## src/rtl/rlps_pkg.sv

```systemverilog
`default_nettype none
// ----------------------------------------------------------------------------
// rlps_pkg
// Shared types and constants of the run-length palette sprite decoder.
// ----------------------------------------------------------------------------
package rlps_pkg;

  localparam int DEF_PALETTE_BANKS = 10;
  localparam int DEF_COORD_BITS    = 16;

  localparam int BANK_SIZE       = 256;
  localparam int PAL_ADDR_BITS   = 12;
  localparam int COLOR_BITS      = 15;
  localparam int CFG_INDEX_BITS  = 2;
  localparam int CFG_DATA_BITS   = 16;
  localparam int S_TDATA_BITS    = 40;
  localparam int S_TUSER_BITS    = 2;
  localparam int M_TDATA_BITS    = 56;

  // configuration register indexes
  localparam logic [CFG_INDEX_BITS-1:0] REG_IMAGE_WIDTH  = 2'd0;
  localparam logic [CFG_INDEX_BITS-1:0] REG_IMAGE_HEIGHT = 2'd1;
  localparam logic [CFG_INDEX_BITS-1:0] REG_PLAYER_BANK  = 2'd2;

  // header types
  localparam logic [2:0] HDR_LITERAL = 3'd0;
  localparam logic [2:0] HDR_SKIP    = 3'd1;
  localparam logic [2:0] HDR_REPEAT  = 3'd2;
  localparam logic [2:0] HDR_NEWLINE = 3'd4;

  typedef struct packed {
    logic                     we;
    logic [PAL_ADDR_BITS-1:0] waddr;
    logic [COLOR_BITS-1:0]    wdata;
    logic                     re;
    logic [PAL_ADDR_BITS-1:0] raddr;
  } pal_req_t;

endpackage
`default_nettype wire

```

## src/rtl/rlps_seq.sv

```systemverilog
`default_nettype none
// ----------------------------------------------------------------------------
// rlps_seq
// Decode sequencer: header parsing, position stepping and pixel output.
// ----------------------------------------------------------------------------
module rlps_seq
  import rlps_pkg::*;
#(
  parameter int PALETTE_BANKS = DEF_PALETTE_BANKS,
  parameter int COORD_BITS    = DEF_COORD_BITS
) (
  input  wire logic                     clk,
  input  wire logic                     rst,
  input  wire logic                     s_axis_tvalid,
  output logic                          s_axis_tready,
  input  wire logic  [S_TDATA_BITS-1:0] s_axis_tdata,
  input  wire logic  [S_TUSER_BITS-1:0] s_axis_tuser,
  output logic                          m_axis_tvalid,
  input  wire logic                     m_axis_tready,
  output logic       [M_TDATA_BITS-1:0] m_axis_tdata,
  output logic                          m_axis_tlast,
  input  wire logic              [15:0] image_width,
  input  wire logic              [15:0] image_height,
  input  wire logic               [3:0] player_bank,
  output pal_req_t                      pal_req,
  input  wire logic    [COLOR_BITS-1:0] pal_rdata
);

  typedef enum logic [2:0] {
    S_IDLE,
    S_DECODE,
    S_SKIP,
    S_LITPIX,
    S_RUN
  } state_t;

  typedef enum logic [1:0] {
    MODE_HEADER,
    MODE_LITERAL,
    MODE_REPEAT
  } mode_t;

  state_t                  state;
  mode_t                   mode;
  logic [COORD_BITS-1:0]   cur_x;
  logic [COORD_BITS-1:0]   cur_y;
  logic [5:0]              run_remaining;
  logic [5:0]              run_length;
  logic [5:0]              cnt;
  logic [7:0]              byte_q;

  logic                    s_fire;
  logic                    is_pal;
  logic                    start;
  logic [PAL_ADDR_BITS-1:0] in_pal_index;
  logic                    x_in;
  logic [COORD_BITS-1:0]   x_inc;
  logic                    x_inc_in;
  logic                    y_done;
  logic                    bank_ok;
  logic                    out_free;
  logic                    out_load;
  logic [2:0]              hdr_type;
  logic [5:0]              hdr_len;
  logic                    lit_over;
  logic [5:0]              cnt_inc;
  logic                    run_done;
  logic                    lit_end;
  logic [M_TDATA_BITS-1:0] pix_word;

  assign s_axis_tready = (state == S_IDLE);
  assign s_fire        = s_axis_tvalid && s_axis_tready;
  assign is_pal        = s_axis_tuser[0];
  assign start         = s_axis_tuser[1];
  assign in_pal_index  = s_axis_tdata[19:8];

  assign x_in     = 16'(cur_x) < image_width;
  assign x_inc    = cur_x + 1'b1;
  assign x_inc_in = 16'(x_inc) < image_width;
  assign y_done   = 16'(cur_y) >= image_height;
  assign bank_ok  = {1'b0, player_bank} < 5'(PALETTE_BANKS);
  assign out_free = !m_axis_tvalid || m_axis_tready;
  assign out_load = ((state == S_LITPIX) || (state == S_RUN)) && out_free;
  assign hdr_type = byte_q[7:5];
  assign hdr_len  = {1'b0, byte_q[4:0]} + 6'd1;
  assign lit_over = (mode == MODE_LITERAL) && !x_in;
  assign cnt_inc  = cnt + 6'd1;
  assign run_done = (cnt_inc >= run_length) || !x_inc_in;
  assign lit_end  = (run_remaining == 6'd1) || !x_inc_in;

  // pix_x, pix_y, red, green, blue from the lowest bit up
  assign pix_word = {pal_rdata[4:0], 3'b000, pal_rdata[9:5], 3'b000,
                     pal_rdata[14:10], 3'b000, 16'(cur_y), 16'(cur_x)};

  always_comb begin
    pal_req.we    = s_fire && is_pal &&
                    ({1'b0, in_pal_index} < 13'(PALETTE_BANKS * BANK_SIZE));
    pal_req.waddr = in_pal_index;
    pal_req.wdata = s_axis_tdata[34:20];
    pal_req.re    = (state == S_DECODE) && !y_done && bank_ok && x_in &&
                    ((mode == MODE_LITERAL) ||
                     ((mode == MODE_REPEAT) && (run_length != 6'd0)));
    pal_req.raddr = {player_bank, byte_q};
  end

  always_ff @(posedge clk) begin
    if (rst) begin
      state         <= S_IDLE;
      mode          <= MODE_HEADER;
      cur_x         <= '0;
      cur_y         <= '0;
      run_remaining <= '0;
      run_length    <= '0;
      cnt           <= '0;
      m_axis_tvalid <= 1'b0;
    end else begin
      if (m_axis_tvalid && m_axis_tready) begin
        m_axis_tvalid <= 1'b0;
      end
      unique case (state)
        S_IDLE: begin
          if (s_fire && !is_pal) begin
            byte_q <= s_axis_tdata[7:0];
            if (start) begin
              cur_x         <= '0;
              cur_y         <= '0;
              mode          <= MODE_HEADER;
              run_remaining <= '0;
              run_length    <= '0;
            end
            state <= S_DECODE;
          end
        end
        S_DECODE: begin
          state <= S_IDLE;
          if (!y_done) begin
            if ((mode == MODE_HEADER) || lit_over) begin
              if (lit_over) begin
                mode          <= MODE_HEADER;
                run_remaining <= '0;
              end
              unique case (hdr_type)
                HDR_LITERAL: begin
                  if (x_in) begin
                    mode          <= MODE_LITERAL;
                    run_remaining <= hdr_len;
                  end
                end
                HDR_SKIP: begin
                  cnt   <= hdr_len;
                  state <= S_SKIP;
                end
                HDR_REPEAT: begin
                  mode       <= MODE_REPEAT;
                  run_length <= hdr_len;
                end
                HDR_NEWLINE: begin
                  cur_x <= '0;
                  cur_y <= cur_y + 1'b1;
                end
                default: begin
                end
              endcase
            end else if (mode == MODE_LITERAL) begin
              if (bank_ok) begin
                state <= S_LITPIX;
              end else begin
                cur_x         <= x_inc;
                run_remaining <= run_remaining - 6'd1;
                if (lit_end) begin
                  mode <= MODE_HEADER;
                end
              end
            end else begin
              if (bank_ok && x_in && (run_length != 6'd0)) begin
                cnt   <= '0;
                state <= S_RUN;
              end else begin
                mode       <= MODE_HEADER;
                run_length <= '0;
              end
            end
          end
        end
        S_SKIP: begin
          if ((cnt == 6'd0) || !x_in) begin
            state <= S_IDLE;
          end else begin
            cur_x <= x_inc;
            cnt   <= cnt - 6'd1;
          end
        end
        S_LITPIX: begin
          if (out_load) begin
            m_axis_tvalid <= 1'b1;
            m_axis_tdata  <= pix_word;
            m_axis_tlast  <= 1'b1;
            cur_x         <= x_inc;
            run_remaining <= run_remaining - 6'd1;
            if (lit_end) begin
              mode <= MODE_HEADER;
            end
            state <= S_IDLE;
          end
        end
        S_RUN: begin
          if (out_load) begin
            m_axis_tvalid <= 1'b1;
            m_axis_tdata  <= pix_word;
            m_axis_tlast  <= run_done;
            cur_x         <= x_inc;
            cnt           <= cnt_inc;
            if (run_done) begin
              mode       <= MODE_HEADER;
              run_length <= '0;
              state      <= S_IDLE;
            end
          end
        end
        default: begin
          state <= S_IDLE;
        end
      endcase
    end
  end

  a_busy_after_byte: assert property (@(posedge clk) disable iff (rst)
    (s_fire && !is_pal) |=> !s_axis_tready)
    else $error("stream byte accepted but sequencer still ready");

  a_no_overwrite: assert property (@(posedge clk) disable iff (rst)
    out_load |-> (!m_axis_tvalid || m_axis_tready))
    else $error("pending pixel overwritten");

  a_pixel_in_line: assert property (@(posedge clk) disable iff (rst)
    out_load |-> x_in)
    else $error("pixel written beyond image width");

  a_run_bound: assert property (@(posedge clk) disable iff (rst)
    (state == S_RUN) |-> ((cnt < run_length) && (run_length <= 6'd32)))
    else $error("repeat counter out of range");

endmodule
`default_nettype wire

```

## config.mk

```make
export PLATFORM = sky130hd
export DESIGN_NAME = rlps_seq
export DESIGN_NICKNAME = d
export VERILOG_FILES = /design/src/rtl/rlps_pkg.sv /design/src/rtl/rlps_seq.sv
export SDC_FILE = /design/constraint.sdc
export NUM_CORES = 1
export LEC_CHECK = 0
export ABC_AREA = 1
export BUFFER_PORTS_ARGS = -buffer_cell sky130_fd_sc_hd__buf_4
export CORE_ASPECT_RATIO = 1.25
export CORE_MARGIN = 2
export CORE_UTILIZATION = 35
export DETAILED_ROUTE_END_ITERATION = 8
export GPL_TIMING_DRIVEN = 0
export SYNTH_ARGS = -nofsm -noshare
export SYNTH_HDL_FRONTEND = slang
export SYNTH_SLANG_ARGS = --single-unit
```

## constraint.sdc

```tcl
create_clock -name clk -period 10.1 [get_ports clk]
set_input_delay 2.02 -clock clk [delete_from_list [all_inputs] [get_ports clk]]
set_output_delay 2.02 -clock clk [all_outputs]
set_load 0.02 [all_outputs]
```

**After elaboration in Yosys (flattened, before gate mapping)**

Index checks and enable logic that the tools add are counted.

- Reduce and logical (&&, ||, !) cells: 49
- Order comparisons: 6
- Eq/ne operators: 31
- Add/sub/neg operators: 6
- Multiplexer cells: 74
- Bitwise logic cells: 1

Operators with widths:

| operator | number |
|---|---|
| 16-bit two-way mux | 12 |
| 6-bit two-way mux | 24 |
| 16-bit one-hot mux with 4 select lines | 1 |
| 6-bit one-hot mux with 3 select lines | 3 |
| 16-bit by 1-bit adder with 16-bit output (second input constant) | 2 |
| 16-bit < comparator | 2 |
| 16-bit one-hot mux with 2 select lines | 1 |
| 2-bit two-way mux | 15 |
| 3-bit two-way mux | 9 |
| 9-bit AND reduction | 3 |
| 3-bit by 2-bit != test with 1-bit output (second input constant) | 6 |
| 16-bit greater-or-equal comparator | 1 |
| 3-bit one-hot mux with 5 select lines | 1 |
| 1-bit logical AND | 14 |
| 7-bit AND reduction | 2 |
| 12-bit < comparator (second input constant) | 1 |
| 2-bit != test (second input constant) | 6 |
| 6-bit by 1-bit subtractor with 6-bit output (second input constant) | 2 |
| 2-bit by 1-bit != test with 1-bit output (second input constant) | 5 |
| 3-bit by 2-bit == test with 1-bit output (second input constant) | 3 |
| 3-bit nonzero test | 3 |
| 2-bit one-hot mux with 4 select lines | 1 |
| 4-bit nonzero test | 2 |
| 1-bit logical OR | 7 |
| 28 further kinds | 41 |

- Flip-flop bits (word level): 112
- Output and inout bits: 100

**Longest topological paths before layout**

- Depth in word-level cells: 10
- Depth in mapped cells: 20
- Gate-level depth less buffers: 20

**Worst setup path before layout**

OpenSTA, ideal clock, no wires.

- Path kind: input to register
- Start point: input rst
- End point: register m_axis_tdata[0], enable pin
- Slack: 4.122 ns
- Setup time: 0.510 ns
- Stages: 2
- Arrival time: 5.469 ns
- Path through: clkbuf_1 nor3_1

- Cells in the longest elaborated chain, start to end: 2

RTL lines:

| element | line | source |
|---|---|---|
| start, declared | rlps_seq.sv:13 | `input wire logic rst,` |
| 1-bit NOT (no line) | -- |  |
| 3-bit AND reduction (no line) | -- |  |
| end signal, assigned | rlps_seq.sv:196 | `m_axis_tdata <= pix_word;` |
| end signal, assigned | rlps_seq.sv:209 | `m_axis_tdata <= pix_word;` |
| end, declared | rlps_seq.sv:20 | `output logic [M_TDATA_BITS-1:0] m_axis_tdata,` |

Every way passes these cells.
A chain may end at the register's enable or synchronous reset.

==> run summary <==
The total power divided by cell area came out at 122 nW/um2. Of the cells placed in the final design, the portion with a size suffix greater than 1 is 23.9%. The run gives 44 as the distinct cell type count after synthesis. The worst-case IR drop observed on VDD is 0.0000738 V. The number of pins with negative max-slew slack in the final report was 0. The critical path class is in2out. The worst setup path is captured at an output pin. Startpoint type of the worst setup path: an input pin. The run gives 0.479 ns as the worst slack on hold paths. The total die area is 21800 um2.

The worst register-to-register path begins at cur_x[0]. In the final routing, the length of wire on met1 measures 7810 um. The share of the cycle needed by the critical path after routing is 58.1%. The number of rows in the core area is 58. The maximum number of pins on one net before global-route repair is 24, and the depth of the worst hold-timing path is 0. The final weighted congestion in routability-driven placement was 0.870.

Setup repair after global routing left no endpoint under its margin. CTS placed an instance of sky130_fd_sc_hd__clkbuf_16 at the clock tree root. The source-to-sink clock delay at the later pin of the worst-skew pair is 0.37 ns. The fmax came out at 170 MHz. Counting cells, the worst reg-to-reg path comes to 19.

The share of Yosys cell area claimed by the top area cell type was 23.3%. The logs give 0 for the post-detailed-route DRC marker count and 0 for the number of setup violations in the final report. The worst hold path terminates at m_axis_tdata[22]. The critical path contains buffers and inverters numbering 4 combined. The run gives 0 ns as the summed negative setup slack over all endpoints. For this configuration, the core starts out at a cell density of 35.7%. TritonCTS built the clock tree.

For the number of gates given a new drive strength after cts, the log shows 0. Summed over all nets, wire length on met2 after detailed routing comes to 8540 um. The number of input and output port buffers inserted is 156, and the floorplan core area is 20200 um2. The highest layer touched by signal routing is met4. By area the synthesized netlist is led by sky130_fd_sc_hd__edfxtp_1, sky130_fd_sc_hd__dfxtp_1, sky130_fd_sc_hd__nand2_1, sky130_fd_sc_hd__ha_1, sky130_fd_sc_hd__nor2_1.

The reported max-cap violation count was 0. In this run, the number of DRC markers left after iteration 0 of detailed routing was 340. After clock tree synthesis, the clock-pin slew on the worst setup and hold paths is 0.09 ns.

The worst slack after detailed placement is 4.19 ns, and the minimum period implied by the final worst setup slack is 5.87 ns. The maximum level of the CTS H-tree is 3. Headroom to the max-slew limit came out at 11.6%. The filler cell count is 2091. Traced cell by cell, the critical path runs through buf_4, inv_1, ha_1, nand2_1, inv_1, o21ai_1, nand2_1, a21oi_1, nand3_1, nor4_1, buf_4.

The overflow left after global routing came out at 0. The tools report the final wirelength as 17600 um. Largest stage delay on the critical path: 0.50 ns. The cell type with the largest total area after synthesis is sky130_fd_sc_hd__edfxtp_1. The number of hold buffers added after CTS was 0.

Number of antenna violations at the first check in global routing: 0. The tools report the number of buffers created by CTS as 9. The run gives 14300 um as the half-perimeter wire length after placement.

The logs give 16.0% for the global-route total usage across every layer and 983 um for the detailed-routed wire length on met3. Buffers added to address setup during post-CTS repair amount to 0. The run gives 934 as the number of cells produced by synthesis. The run gives 2800 um2 as the combined flip-flop and latch cell area.

The number of antenna diodes in the final layout is 0. The number of nets at the end of the flow was 1270. The static power due to leakage came out at 4.36 nW. The average size of a mapped cell is 7.71 um2. The width of the chip is 132 um, and the internal reg-to-reg setup slack is 6.59 ns. The tools report the number of failing hold endpoints at the final stage as 0. The flow ran to the end, and the final reports show no timing, DRC or antenna violations.

The worst path required time came out at 8.08 ns. The path class of the tightest hold or removal check is reg2reg. The destination of the worst register-to-register timing path was run_length[0]. The number of global-route vias before repair was 5858; the combined area of all synthesized cells was 7210 um2. The data arrival at the endpoint of the critical path was 3.85 ns. In this run the remaining antenna-violating nets after routing total 0.

The logs give 4 for the number of iterations in the first detailed-routing pass and 112 for the count of clock tree sinks. In the final routed layout, each cell accounts on average for 12.7 um. The slowest stage of the critical path belongs to the cell sky130_fd_sc_hd__nor4_1.

Summing all multi-input logic gate instances after layout gives 3600 um2. The biggest fanout along the worst timing path works out to 4. In this run the most critical hold path is launched from cur_y[6]. The worst clock skew on the final layout is 0.00832 ns, and the total via count after detailed routing is 6395. The cell family contributing the most delay on the critical path is simple AND/OR/NAND/NOR gates.

Sequential elements use 38.9% of the synthesized area. Growth of design area from synthesis to finish: 26.5%. Dividing the detail-routed via count by the number of cells gives 4.61. The number of ports placed on the die boundary came out at 197. The worst path meets setup with 4.23 ns of slack. Counting along the longest clock path gives a buffer depth of 2.

The first global-routing pass estimated 28100 um of wire. The yosys synthesis warning count is 0, and the die boundary height is 164 um. After synthesis the netlist holds a flip-flop and latch count of 112. Slew at the pin with the worst max-slew slack: 1.32 ns.
-- cells in the final DEF, fill, tap and decap left out, types with 5 or more instances in the layout --
cell type / netlist / routed
sky130_fd_sc_hd__xor2_1: 27 / 27
sky130_fd_sc_hd__buf_4: 40 / 196
sky130_fd_sc_hd__nand3_1: 51 / 51
sky130_fd_sc_hd__nand4_1: 13 / 13
sky130_fd_sc_hd__a21oi_1: 42 / 42
sky130_fd_sc_hd__o21ai_0: 24 / 24
sky130_fd_sc_hd__clkbuf_16: 0 / 9
sky130_fd_sc_hd__inv_1: 111 / 111
sky130_fd_sc_hd__nor2_1: 128 / 128
sky130_fd_sc_hd__inv_2: 9 / 9
sky130_fd_sc_hd__ha_1: 60 / 60
sky130_fd_sc_hd__a31oi_1: 5 / 5
sky130_fd_sc_hd__nand2_1: 218 / 218
sky130_fd_sc_hd__o21ai_1: 5 / 5
sky130_fd_sc_hd__edfxtp_1: 56 / 56
sky130_fd_sc_hd__nor2_2: 7 / 7
sky130_fd_sc_hd__nand2_2: 6 / 6
sky130_fd_sc_hd__dfxtp_1: 56 / 56
sky130_fd_sc_hd__conb_1: 1 / 9
sky130_fd_sc_hd__nor3_1: 21 / 20
sky130_fd_sc_hd__buf_6: 4 / 8
-- layer usage --
layer | GRT usage, % | up-vias
li1 | - | 3342
met1 | 20.1 | 2870
met4 | 5.23 | 0
met2 | 27.7 | 169
met3 | 3.07 | 14
met5 | 0 | -
-- where the power goes --
part	switching, mW	internal, mW	total [mW]
sequential	0.0180	0.489	0.507
clock	0.197	0.181	0.378
combinational	0.129	0.0949	0.224
-- final cells by class --
class | count | area share, %
timing repair buffer | 160 | 13.3
clock inverter | 7 | 1.06
sequential | 112 | 30.7
buffer | 53 | 4.21
tap | 270 | 3.71
inverter | 121 | 4.98
multi-input combinational | 656 | 39.5
clock buffer | 9 | 2.47
-- state kept, by name, summed over array words and instances, names as in the netlist --
signal and count:
m_axis_tlast 1, m_axis_tdata 47, cnt 6, state 3
run_remaining 6, cur_y 16, run_length 6, cur_x 16
mode 2, byte_q 8, m_axis_tvalid 1
-- kinds of logic after synthesis --
group / share of synthesized area [%]
other: 0.0520
and+or+nand+nor: 28.6
DFF: 38.9
buffers and inverters: 11.6
AOI/OAI and AO/OA: 6.88
xor gates and xnor gates: 3.53
adders and majority gates: 10.4
-- cells in the mapped netlist (all sizes together) --
cell	instances
nor3	23
o21a	1
a21oi	43
a31oi	5
or2	2
a32oi	1
clkinv	1
o211ai	2
conb	1
nor4	4
clkbuf	3
buf	50
nand4	13
xnor2	2
nand2	228
o22ai	2
o21ai	32
inv	120
nor3b	2
o21bai	3
nor2	136
and2	1
ha	60
xor2	27
nand3	57
edfxtp	56
a22oi	1
nand3b	2
dfxtp	56
-- metrics by stage --
step                cells  instance area, um2  util (%)  power (mW)
finish               1388                9120      45.2        1.11
global placement     1368                8740      43.3       0.739
floorplan             942                7240         -       0.670
detailed placement   1372                8790      43.6       0.744
CTS                  1388                9120      45.2        1.12
global route         1388                9120      45.2        1.17
-- how the worst max path moves through the flow --
| stage | start | end | slack, ns | cells after the start |
|---|---|---|---|---|
| 2_1_floorplan | rst | m_axis_tdata[0] | 4.12 | 2 |
| 3_3_place_gp | rst | m_axis_tdata[28] | 2.23 | 2 |
| 3_5_place_dp | image_width[9] | pal_req[12] | 4.19 | 11 |
| 4_1_cts | image_width[9] | pal_req[12] | 4.19 | 11 |
| 5_1_grt | image_height[9] | pal_req[12] | 4.09 | 11 |
| 6_report | image_height[9] | pal_req[12] | 4.23 | 11 |
No activity file was read; power rests on OpenSTA's default activity.
